$ cat src/pbv_pkg.sv
// Shared types and constants of the packed bit-field store.
package pbv_pkg;

  // Default sizes of the store.
  localparam int unsigned MAX_FIELDS_DEF = 64;
  localparam int unsigned MAX_WORDS_DEF  = 64;
  localparam int unsigned WORD_BITS_DEF  = 64;

  // Fixed widths of the request and result fields.
  localparam int unsigned DATA_W  = 64;
  localparam int unsigned INDEX_W = 6;
  // A computed field width runs from 0 to DATA_W.
  localparam int unsigned WIDTH_W = $clog2(DATA_W + 1);

  // The width finder scans the range one byte per cycle.
  localparam int unsigned CHUNK_W     = 8;
  localparam int unsigned CHUNK_CNT   = DATA_W / CHUNK_W;
  localparam int unsigned CHUNK_SEL_W = $clog2(CHUNK_CNT);
  localparam int unsigned CHUNK_POS_W = $clog2(CHUNK_W);

  typedef enum logic [1:0] {
    ACT_DEFINE = 2'd0,
    ACT_WRITE  = 2'd1,
    ACT_READ   = 2'd2,
    ACT_CLEAR  = 2'd3
  } action_t;

  typedef enum logic [2:0] {
    ST_OK        = 3'd0,
    ST_BAD_INDEX = 3'd1,
    ST_TOO_LARGE = 3'd2,
    ST_BAD_RANGE = 3'd3,
    ST_FULL      = 3'd4
  } status_t;

  typedef enum logic [2:0] {
    S_CLEAR,
    S_IDLE,
    S_WIDTH,
    S_TAB,
    S_WORD
  } state_t;

  typedef struct packed {
    action_t             action;
    logic [DATA_W-1:0]   field_range;
    logic [INDEX_W-1:0]  field_index;
    logic [DATA_W-1:0]   field_value;
  } in_req_t;

  typedef struct packed {
    logic [DATA_W-1:0] read_value;
    status_t           status;
  } out_rsp_t;

  // Result of the width finder.
  typedef struct packed {
    logic               done;
    logic [WIDTH_W-1:0] bits;
  } wid_rsp_t;

  // Access request to one of the memories.
  typedef struct packed {
    logic rd_en;
    logic wr_en;
  } mem_cmd_t;

endpackage

$ cat src/pbv_width.sv
// Iterative unit that finds the bit width needed for a field range.
module pbv_width (
  input  logic                         clk,
  input  logic                         rst_n,
  input  logic                         start,
  input  logic [pbv_pkg::DATA_W-1:0]   range_in,
  output pbv_pkg::wid_rsp_t            rsp
);

  logic                                busy_r, busy_nxt;
  logic [pbv_pkg::CHUNK_SEL_W-1:0]     cnt_r, cnt_nxt;
  logic [pbv_pkg::DATA_W-1:0]          x_r, x_nxt;
  pbv_pkg::wid_rsp_t                   rsp_r, rsp_nxt;
  logic [pbv_pkg::CHUNK_W-1:0]         chunk;
  logic [pbv_pkg::CHUNK_POS_W-1:0]     top_bit;
  logic                                hit;

  // Highest set bit of the byte under scan.
  always_comb begin
    chunk   = x_r[cnt_r*pbv_pkg::CHUNK_W +: pbv_pkg::CHUNK_W];
    hit     = |chunk;
    top_bit = '0;
    for (int i = 0; i < int'(pbv_pkg::CHUNK_W); i++) begin
      if (chunk[i]) begin
        top_bit = pbv_pkg::CHUNK_POS_W'(i);
      end
    end
  end

  // Scan range minus one from the top byte down; the width is one above
  // its highest set bit, or zero when it is all zero.
  always_comb begin
    busy_nxt = busy_r;
    cnt_nxt  = cnt_r;
    x_nxt    = x_r;
    rsp_nxt  = '0;
    if (start) begin
      busy_nxt = 1'b1;
      cnt_nxt  = pbv_pkg::CHUNK_SEL_W'(pbv_pkg::CHUNK_CNT - 1);
      x_nxt    = range_in - pbv_pkg::DATA_W'(1);
    end else if (busy_r) begin
      if (hit) begin
        rsp_nxt.done = 1'b1;
        rsp_nxt.bits = pbv_pkg::WIDTH_W'({cnt_r, top_bit}) + pbv_pkg::WIDTH_W'(1);
        busy_nxt     = 1'b0;
      end else if (cnt_r == '0) begin
        rsp_nxt.done = 1'b1;
        busy_nxt     = 1'b0;
      end else begin
        cnt_nxt = cnt_r - pbv_pkg::CHUNK_SEL_W'(1);
      end
    end
  end

  always_ff @(posedge clk) begin
    if (!rst_n) begin
      busy_r      <= 1'b0;
      rsp_r.done  <= 1'b0;
    end else begin
      busy_r      <= busy_nxt;
      rsp_r.done  <= rsp_nxt.done;
    end
    rsp_r.bits <= rsp_nxt.bits;
    cnt_r      <= cnt_nxt;
    x_r        <= x_nxt;
  end

  assign rsp = rsp_r;

endmodule

$ cat config.mk
export PLATFORM = sky130hd
export DESIGN_NAME = pbv_width
export DESIGN_NICKNAME = d
export VERILOG_FILES = /design/src/pbv_pkg.sv /design/src/pbv_width.sv
export SDC_FILE = /design/constraint.sdc
export NUM_CORES = 1
export LEC_CHECK = 0
export BUFFER_PORTS_ARGS = -buffer_cell sky130_fd_sc_hd__buf_4
export CORE_MARGIN = 5
export CORE_UTILIZATION = 45
export CTS_BUF_LIST = sky130_fd_sc_hd__clkbuf_16
export CTS_CLUSTER_SIZE = 24
export DETAILED_ROUTE_END_ITERATION = 8
export MAX_ROUTING_LAYER = met4
export PLACE_DENSITY_LB_ADDON = 0.25
export SYNTH_ARGS = -nofsm -noshare
export SYNTH_HDL_FRONTEND = slang
export SYNTH_SLANG_ARGS = --single-unit
$ cat constraint.sdc
create_clock -name clk -period 3.6 [get_ports clk]
set_clock_uncertainty 0.1 [all_clocks]
set_input_delay 0 -clock clk [delete_from_list [all_inputs] [get_ports clk]]
set_output_delay 0 -clock clk [all_outputs]
set_load 0.01 [all_outputs]
# After elaboration in Yosys (flattened, before gate mapping)
# Index checks and enable logic that the tools add are counted.
dict set report totals {
  regBits 76
  latch_bits 0
  mem_bits_ro 0
  input_bits 67
  ramBits 0
  wordCells 31
  out_inout_bits 8
  memories 0
}
dict set report op_classes {
  addsub 3
  shift 1
  n_eq_ne 0
  n_bitwise 4
  n_mux 13
  multipliers 0
  div_mod_pow 0
  n_reduce_logical 5
  n_lt_le_gt_ge 0
}
# op n
set ops {}
lappend ops {{$shiftx A64 B7 Y8} 1}
lappend ops {{$sub A64 B1 Y64 const B} 1}
lappend ops {{$mux W3} 6}
lappend ops {{$reduce_or A8 Y1} 1}
lappend ops {{$add A6 B1 Y7 const B} 1}
lappend ops {{$mux W1} 7}
lappend ops {{$reduce_or A3 Y1} 2}
lappend ops {{$not A1 Y1} 4}
lappend ops {{$logic_not A3 Y1} 1}
lappend ops {{$reduce_and A3 Y1} 1}
lappend ops {{$sub A3 B1 Y3 const B} 1}

# Longest topological paths before layout
# Gate-level depths: netlist of run 1.
dict set report depth {
  depth_word 9
  ltp_mapped 11
  ltp_nobuf 9
}

# Least setup slack after synthesis of run 1
# OpenSTA, ideal clock, no wires.
dict set report synth_path {
  path_kind {register to register}
  start {register cnt_r[0] (netlist name)}
  end {register rsp_r, in the netlist rsp[4]}
  synth_period_minus_slack_ns 2.596
  slack_ns 1.004
  setup_ns 0.128
  arrival_ns 2.367
  path_buffers 2
  required_time_ns 3.372
  path_stages_with_launch 12
  cell_sequence {dfxtp_1 -> buf_6 -> clkbuf_8 -> mux4_1 -> mux2i_1 -> o21ai_0 -> a211o_1 -> ha_1 -> nand2_1 -> nor2_1 -> o21ai_0 -> a21oi_1}
}
dict set report synth_between {
  elab_chain_cells 9
  elab_cells_between_ends 12
  classes_between {add/sub: 1; shift: 1; mux: 7; bitwise: 1; reduce/logical: 2}
}
# item line_no
set synth_lines {}
lappend synth_lines {{from (decl)} pbv_width.sv:11} ;# logic [pbv_pkg::CHUNK_SEL_W-1:0] cnt_r, cnt_nxt;
lappend synth_lines {{from (signal assigned)} pbv_width.sv:64} ;# cnt_r <= cnt_nxt;
lappend synth_lines {{$shiftx A64 B7 Y8} pbv_width.sv:20} ;# chunk = x_r[cnt_r*pbv_pkg::CHUNK_W +: pbv_pkg::CHUNK_W];
lappend synth_lines {{$mux W1} pbv_width.sv:24} ;# if (chunk[i]) begin
lappend synth_lines {{$mux W3 (6 in series)} pbv_width.sv:24}
lappend synth_lines {{$add A6 B1 Y7} pbv_width.sv:44} ;# rsp_nxt.bits = pbv_pkg::WIDTH_W'({cnt_r, top_bit}) + pbv_pkg::WIDTH_W'(1);
lappend synth_lines {{to (decl)} pbv_width.sv:13} ;# pbv_pkg::wid_rsp_t rsp_r, rsp_nxt;
# Several ways; a longest one is shown, not always the timed one.
# A chain may end at the register's enable or synchronous reset.

# Final worst setup path of run 1
dict set report layout_path {
  start {input range_in[0] (netlist name)}
  end {register x_r[56] (netlist name), data pin}
}
dict set report layout_between {
  elab_chain_cells 1
}
# item line_no
set layout_lines {}
lappend layout_lines {{from (decl)} pbv_width.sv:6} ;# input logic [pbv_pkg::DATA_W-1:0] range_in,
lappend layout_lines {{$sub A64 B1 Y64} pbv_width.sv:40} ;# x_nxt = range_in - pbv_pkg::DATA_W'(1);
lappend layout_lines {{to (signal assigned)} pbv_width.sv:65} ;# x_r <= x_nxt;
lappend layout_lines {{to (decl)} pbv_width.sv:12} ;# logic [pbv_pkg::DATA_W-1:0] x_r, x_nxt;
# Every way passes these cells.

==> flow_summary.ini, run 1 <==
[outcome]
outcome = finished clean

[logic_synthesis]
syn_area_per_cell_um2 = 12.34
synth_cell_type_count = 48
syn_nets = 419
async_flop_share_pct = 0
ys.flop_type = edfxtp_1
synth_commonest_cells = 64 x edfxtp_1, 42 x xor2_1, 30 x nor2_1
synth-edff-count = 64
synth_warnings = 0
syn_inst = 347
syn_area_um2 = 4283
synth_seq_cells = 76
synth.most_common_cell = edfxtp_1
synth_area_leaders = edfxtp_1 45%, mux4_1 8.6%, xor2_1 8.6%
synth_area_leader_cell = edfxtp_1
yosysSeqAreaShare_pct = 50.48
synth_top_area_share_pct = 44.87

[detailed_routing]
dr.pass1.iters = 4
vias_per_cell = 5.202
wl_per_cell_um = 16.68
vias = 3350
drtAntennaViolNets = 0
routed_wl_um = 10740
drc = 0
drt_iter0_markers = 178

[place]
hpwl_um = 7319
placed_area_um2 = 4950
gp_congestion = 0.8614
io_buffers = 74
dp_slack_ns = 0.8339

[worst_setup_path]
crit_chain = dlygate4sd3_1, buf_4, inv_1, ha_1, or4b_2, nor3_1, nand4_1, buf_4, nor4_1, xor2_1, dlygate4sd3_1
cp_max_fo = 14
endpoint_kind = flop
crit_slowest_cell = or4b_2
crit_buf_inv = 5
cp_num_cells = 11
r2r_slack_ns = 0.82
reg2reg_from = cnt_r[0]
path_delay_family = buffers and inverters
r2r_cells = 6
max_stage_delay_ns = 0.69
critPathLaunchType = primary input
crit_type = in2reg
required_ns = 3.58
startpoint = range_in[0]
worstPathArrival_ns = 3.35
rr_endpoint = cnt_r[2]
cp-endpoint = x_r[56]

[sta]
finalSetupTns_ns = 0
fmax_mhz = 296.2
finalMaxSlewViolations = 0
setup_viol = 0
fin_crit_sh_pct = 93.79
worst_slack_ns = 0.2236
fin_crit_ns = 3.376
slew_headroom_pct = 41.61
hold_viol_final = 0
holdWs_ns = 0.05229
worst_pin_slew_ns = 0.8759
rsz0062_at_grt = no

[cells_and_area]
stdcell_area_um2 = 6163
n_antenna_cell = 0
final_util_pct = 66.70
drive_gt1_share_pct = 20.58
nets = 582
area_growth_pct = 43.91

[flow_run]
cap_violations = 0

[floorplan]
core_area_um2 = 9240
fp.dieW_um = 107.6
io_pins = 75
start_util_pct = 46.35
die_area_um2 = 11570
num_rows = 35
die-height_um = 107.6

[clock_network]
path_clk_slew_ns = 0.06
cts_made_buffers = 9
cts_tree = yes
cts-hold-fix-buffers = 85
htreeDepth = 3
cts.sinks = 76
cts_resized = 0
clock-root-buffer = clkbuf_16
clockBufferDepth = 2
cts_setup_buffers = 0
clk_latency_ns = 0.34

[min_path]
worstHoldPathCells = 3
hold_path_class = in2reg
worstHoldStart = range_in[3]

[pwr]
p_per_area_nw_per_um2 = 394.2
leakage_nw = 2.433
peakVddDrop_v = 0.0001984

[global_route]
grt_max_degree = 72
grt_usage_pct = 20.25
antenna_found_initial = 0
grt_first_pass_wirelength_um = 17250
grt.overflow.total = 0
grt_pass1_vias = 3424
==> layer usage <==
layer  wire length [µm]  track usage, %
met5                  0               -
met4                199           7.665
met2               5494           34.19
met1               4497           24.64
met3                548           2.999
==> where the power goes <==
| part | switching (mW) | leakage, nW | total (mW) | internal, mW |
|---|---|---|---|---|
| logic | 0.116 | 1.53 | 0.288 | 0.172 |
| clock network | 0.345 | 0.177 | 1.09 | 0.746 |
| registers | 0.0251 | 0.724 | 1.05 | 1.03 |
| total | 0.486 | 2.43 | 2.43 | 1.94 |
==> layout make-up <==
type                    instances  area [µm²]
fillers                       669        3077
flip-flops and latches         76        2162
multi-input cells             252        2007
repair buffers                164        1444
clock buffers                   9       225.2
well taps                     129       161.4
clock inverters                 7       137.6
inverters                       7       26.28
==> worst min-delay path: cells and delay by family <==
family,cells,cell delay (ns)
and+or+nand+nor,2,0.22
buffers and inverters,1,0.10
==> through the flow <==
stage | cells | total power [mW]
floorplan | 347 | 1.141
global placement | 543 | 1.274
detailed placement | 543 | 1.280
CTS | 644 | 2.449
global route | 644 | 2.518
finish | 644 | 2.430
==> placed cells by master, fill, tap and decap left out, types with 3 or more instances in the layout <==
cell	instances
nor3_1	26
nand3_1	10
clkbuf_16	9
nor4_1	17
and3_1	3
xor2_1	42
xnor2_1	19
ha_1	5
mux2i_1	8
or4_1	5
inv_1	6
nand2b_1	5
nor3b_1	3
or3_1	5
edfxtp_1	64
nand2_1	22
nor2_1	30
bufinv_16	4
dlygate4sd3_1	85
buf_4	79
nand4_1	5
mux4_1	14
dfxtp_1	12
==> how the worst min path moves through the flow <==
stage	endpoint	slack (ns)
floorplan	cnt_r[2]	-0.006
global placement	busy_r	0.12
detailed placement	busy_r	0.12
CTS	x_r[3]	0.04
global route	x_r[3]	0.07
finish	x_r[3]	0.05
==> logic make-up after synthesis <==
family,after synthesis,synth area share [%]
buf+inv,19,2.658
xor+xnor,61,12.47
compound gates,13,2.191
simple gates,146,18.35
flops,76,50.48
mux,27,12.39
fa+ha+maj,5,1.461
==> state kept, by name, indices dropped and copies added, names as in the netlist <==
register  flops
busy_r        1
cnt_r         3
rsp           8
x_r          64
(Power assumes the default switching activity.)
==> run 2, diff against run 1 <==
clock period = 3.9 ns   (was 3.6 ns; I/O delays follow)
==> run 2 against run 1 <==
Against the previous run:
- count of clock-buffer cells in the layout did not move
- core utilization shrank 1.0 points
- first-iteration DRC count rose by 16%
- critical path depth down 3
- register-to-register slack improved by 0.17 ns
- global-route usage rose by 0.40 points
- critical endpoint is now x_r[63]
- largest power group is now registers
==> flow_summary.ini, run 2 (synthesized netlist as in run 1, its figures left out) <==
[worst_setup_path]
endpoint_kind = flop
max_stage_delay_ns = 0.57
path_delay_family = simple AND/OR/NAND/NOR gates
critPathLaunchType = primary input
crit_slowest_cell = or4_1
crit_chain = dlygate4sd3_1, buf_4, or4_1, nor4b_2, nand3_1, nor4_1, xor2_1, dlygate4sd3_1
worstPathArrival_ns = 3.41
crit_buf_inv = 3
cp_max_fo = 12
required_ns = 3.88
cp_common_cell = dlygate4sd3_1
crit_type = in2reg

[detailed_routing]
dr.pass1.iters = 4
dr_wl_met3_um = 721
drtAntennaViolNets = 0
wl_per_cell_um = 17.44
drt_iter0_markers = 207
wl_met2_um = 5771
top_layer = met4
vias_per_cell = 5.433
routed_wl_um = 11160
wl_met1_um = 4433
vias = 3477
drc = 0

[sta]
setup_viol = 0
rsz0062_at_grt = no
finalSetupTns_ns = 0
worst_slack_ns = 0.4639
hold_viol_final = 0
slew_headroom_pct = 39.11
finalMaxSlewViolations = 0
fmax_mhz = 291.0
fin_crit_sh_pct = 88.11
worst_pin_slew_ns = 0.9134
fin_crit_ns = 3.436

[place]
placed_cells = 540
dp_slack_ns = 0.8713
io_buffers = 74
gp_congestion = 0.8326
hpwl_um = 7325
placed_area_um2 = 4927

[clock_network]
cts_tree = yes
clk_latency_ns = 0.33
clockBufferDepth = 2
cts.sinks = 76
htreeDepth = 3
clock-root-buffer = clkbuf_16
cts_made_buffers = 9
path_clk_slew_ns = 0.06

[outcome]
outcome = finished clean

[global_route]
antenna_found_initial = 0
grt_max_degree = 72
grt_pass1_vias = 3505
grt_usage_pct = 20.65
grt.overflow.total = 0
grt_first_pass_wirelength_um = 17780

[floorplan]
start_util_pct = 46.35
io_pins = 75
num_rows = 35
die_area_um2 = 11570
core_area_um2 = 9240
die-height_um = 107.6
fp.dieW_um = 107.6

[min_path]
hold_path_class = in2reg

[pwr]
power.share.clock_pct = 41.3
p_int_mw = 1.655
p_per_area_nw_per_um2 = 346.0
leakage_nw = 2.395
combPwrFrac_pct = 12.6
switching_share_pct = 21.20
switchingPower_mw = 0.4453
peakVddDrop_v = 0.0002083
pwr-share-seq_pct = 46.1

[cells_and_area]
largest_reg_flops = 64
seq_area_um2 = 2162
fin_cells = 640
area_growth_pct = 41.72
stdcell_area_um2 = 6070
final_util_pct = 65.69
largest-register = x_r
nets = 578
nFillCells = 671
drive_gt1_share_pct = 20.35
multiInputGateArea_um2 = 2007
n_antenna_cell = 0
layout_commonest_cell = dlygate4sd3_1
final_cell_mix = 81 x dlygate4sd3_1, 79 x buf_4, 64 x edfxtp_1

[flow_run]
cap_violations = 0
[run 2: worst paths after layout]
check / startpoint / end / slack, ns / depth (start not counted)
max reg2reg: cnt_r[1] / cnt_r[2] / 0.99 / 5
min: range_in[3] / x_r[4] / 0.02 / 5
min reg2reg: cnt_r[2] / rsp[6] / 0.47 / 2
max: range_in[19] / x_r[63] / 0.46 / 8
[run 2: area by class of cell]
| cell class | instances | area share, % |
|---|---|---|
| repair buffers | 160 | 23.13 |
| flip-flops and latches | 76 | 35.62 |
| inverters | 7 | 0.4329 |
| clock inverters | 7 | 1.381 |
| well taps | 129 | 2.659 |
| clock buffers | 9 | 3.711 |
| multi-input cells | 252 | 33.07 |
[run 2: power by group through the flow]
stage	Sequential [mW]	Clock (mW)	Combinational [mW]
finish	0.968	0.867	0.265
global route	0.972	0.913	0.286
CTS	0.968	0.880	0.261
detailed placement	0.984	0	0.197
global placement	0.982	0	0.192
floorplan	0.971	0	0.0824
[run 2: tightest hold or removal path, cell delays in order]
cell and delay [ns]:
buf_4 0.10, nor2_1 0.04, nand2_1 0.05, nand2_1 0.05
nand2_1 0.08
[run 2: repair_timing]
action / 4_1_cts / 5_1_grt
hold buffers: 81 / 0
endpoints found under the hold margin: 65 / 0
setup endpoints to repair: 0 / 3
resized for setup: 0 / 0
setup buffers: 0 / 3
[run 2: through the flow]
step,hold WS [ns],power [mW]
global placement,0.1125,1.174
floorplan,-0.005654,1.053
detailed placement,0.1201,1.181
global route,0.05444,2.171
finish,0.01926,2.100
CTS,0.01862,2.110
[run 2: layer usage]
metal,vias up,track usage [%]
met5,-,-
met4,0,8.025
met1,1674,24.47
met2,152,35.39
li1,1634,-
met3,17,3.239
==> run 3, diff against run 2 <==
CORE_ASPECT_RATIO = 1.75   (was unset)
==> run 3 against run 2 <==
Against the previous run:
- clock power decreased by 6.8%
- non-clock buffer count grew 5
- via count is 0.83% lower
- core utilization shrank 0.94 points
- hold slack better by 0.025 ns
- wire length decreased by 5.0%
- register-to-register slack got worse by 0.03 ns
- sequential cell count unchanged
- design area rose by 0.37%
==> flow_summary.ini, run 3 (synthesized netlist as in run 1, its figures left out) <==
[outcome]
outcome = finished clean

[clock_network]
clk_latency_ns = 0.33
cts_tree = yes
htreeDepth = 3
clock-root-buffer = clkbuf_16
clockBufferDepth = 2
cts_made_buffers = 9
path_clk_slew_ns = 0.06
cts_resized = 0
cts.sinks = 76

[detailed_routing]
vias_per_cell = 5.404
drc = 0
dr.pass1.iters = 4
vias = 3448
routed_wl_um = 10600
drt_iter0_markers = 139
drtAntennaViolNets = 0
wl_per_cell_um = 16.62

[worst_setup_path]
max_stage_delay_ns = 0.68
path_delay_family = buffers and inverters
cp_max_fo = 13
endpoint_kind = flop
crit_buf_inv = 5
required_ns = 3.88
worstPathArrival_ns = 3.20
crit_slowest_cell = or4b_2
crit_chain = dlygate4sd3_1, buf_4, inv_1, ha_1, or4b_2, nor3_1, nand4_1, buf_4, nor4_1, xor2_1, dlygate4sd3_1
critPathLaunchType = primary input
crit_type = in2reg

[floorplan]
die_area_um2 = 11650
die-height_um = 139.1
io_pins = 75
core_area_um2 = 9409
num_rows = 47
start_util_pct = 45.52
fp.dieW_um = 83.75

[sta]
worst_pin_slew_ns = 0.8695
rsz0062_at_grt = no
fin_crit_sh_pct = 82.46
fmax_mhz = 310.9
finalSetupTns_ns = 0
finalMaxSlewViolations = 0
fin_crit_ns = 3.216
setup_viol = 0
slew_headroom_pct = 42.03
hold_viol_final = 0

[place]
placed_cells = 534
io_buffers = 74
hpwl_um = 7458
gp_congestion = 0.8351

[pwr]
power.total_mw = 2.042
leakage_nw = 2.397
p_per_area_nw_per_um2 = 335.2
peakVddDrop_v = 0.0002340
switchingPower_mw = 0.4458
p_int_mw = 1.596
switching_share_pct = 21.83
power.share.clock_pct = 39.6
pwr-share-seq_pct = 47.4
combPwrFrac_pct = 13.0

[cells_and_area]
layout_commonest_cell = dlygate4sd3_1
nets = 583
final_util_pct = 64.75
drive_gt1_share_pct = 20.93
fin_cells = 638
final_cell_mix = 85 x dlygate4sd3_1, 80 x buf_4, 64 x edfxtp_1
n_antenna_cell = 0
largest-register = x_r
nFillCells = 727
area_growth_pct = 42.24
largest_reg_flops = 64

[global_route]
grt.overflow.total = 0
grt_usage_pct = 19.10
grt_max_degree = 72
grt_pass1_vias = 3529
antenna_found_initial = 0
grt_first_pass_wirelength_um = 16870

[min_path]
hold_path_class = in2reg

[flow_run]
cap_violations = 0
==> run 3: changes by cell type in the layout (fill, tap and decap cells not counted), sizes merged <==
cell,delta
bufinv,-1
buf,+1
clkinvlp,+2
clkinv,+1
dlygate4sd3,+4
inv,-2
==> run 3: final cells by class <==
type	count	area, µm²	area share [%]
timing repair buffer	165	1451	23.82
sequential	76	2162	35.49
clock buffer	9	225.2	3.697
tap	122	152.6	2.506
multi-input combinational	252	2007	32.94
clock inverter	7	67.56	1.109
inverter	7	26.28	0.4313
==> run 3: worst register-to-register path: stages (launching register included) <==
cell	delay, ns
dfxtp_1	0.86
mux4_1	0.46
mux2i_1	0.23
o21ai_0	0.14
a211o_1	0.34
ha_1	0.25
nand2_1	0.10
nor2_1	0.04
o21ai_0	0.20
a21oi_1	0.09
==> run 3: worst paths after layout <==
check | start | endpoint | slack (ns) | cells after the start
hold reg to reg | cnt_r[2] | rsp[6] | 0.50 | 2
setup reg to reg | cnt_r[1] | rsp[4] | 0.96 | 9
hold / removal | range_in[3] | x_r[3] | 0.04 | 3
setup / recovery | range_in[0] | x_r[56] | 0.68 | 11
==> run 3: layer usage <==
layer	vias to the layer above	part of all wire, %	GRT usage (%)
met1	1671	36	18.75
met3	26	4.4	3.448
met4	0	3.5	9.237
li1	1646	-	-
met5	-	0	-
met2	105	56	35.42
==> run 3: stage by stage <==
stage	setup slack (ns)	cell area, µm²	hold slack, ns
2_1_floorplan	1.304	4283	-0.005654
3_3_place_gp	1.028	4926	0.1161
3_5_place_dp	0.9548	4926	0.1220
4_1_cts	0.1810	6070	0.04268
5_1_grt	0.5143	6092	0.08151
6_report	0.6839	6092	0.04456
==> run 3: timing repair <==
action | in CTS | in global routing
hold endpoints to repair | 65 | 0
hold buffers | 85 | 0
setup endpoints to repair | 0 | 3
setup buffers | 0 | 3
==> run 3: power groups by stage <==
| stage | logic, mW | clock network, mW | registers (mW) |
|---|---|---|---|
| 6_report | 0.266 | 0.808 | 0.968 |
| 5_1_grt | 0.287 | 0.851 | 0.971 |
| 4_1_cts | 0.264 | 0.818 | 0.968 |
| 3_5_place_dp | 0.197 | 0 | 0.984 |
| 3_3_place_gp | 0.193 | 0 | 0.982 |
| 2_1_floorplan | 0.0824 | 0 | 0.971 |
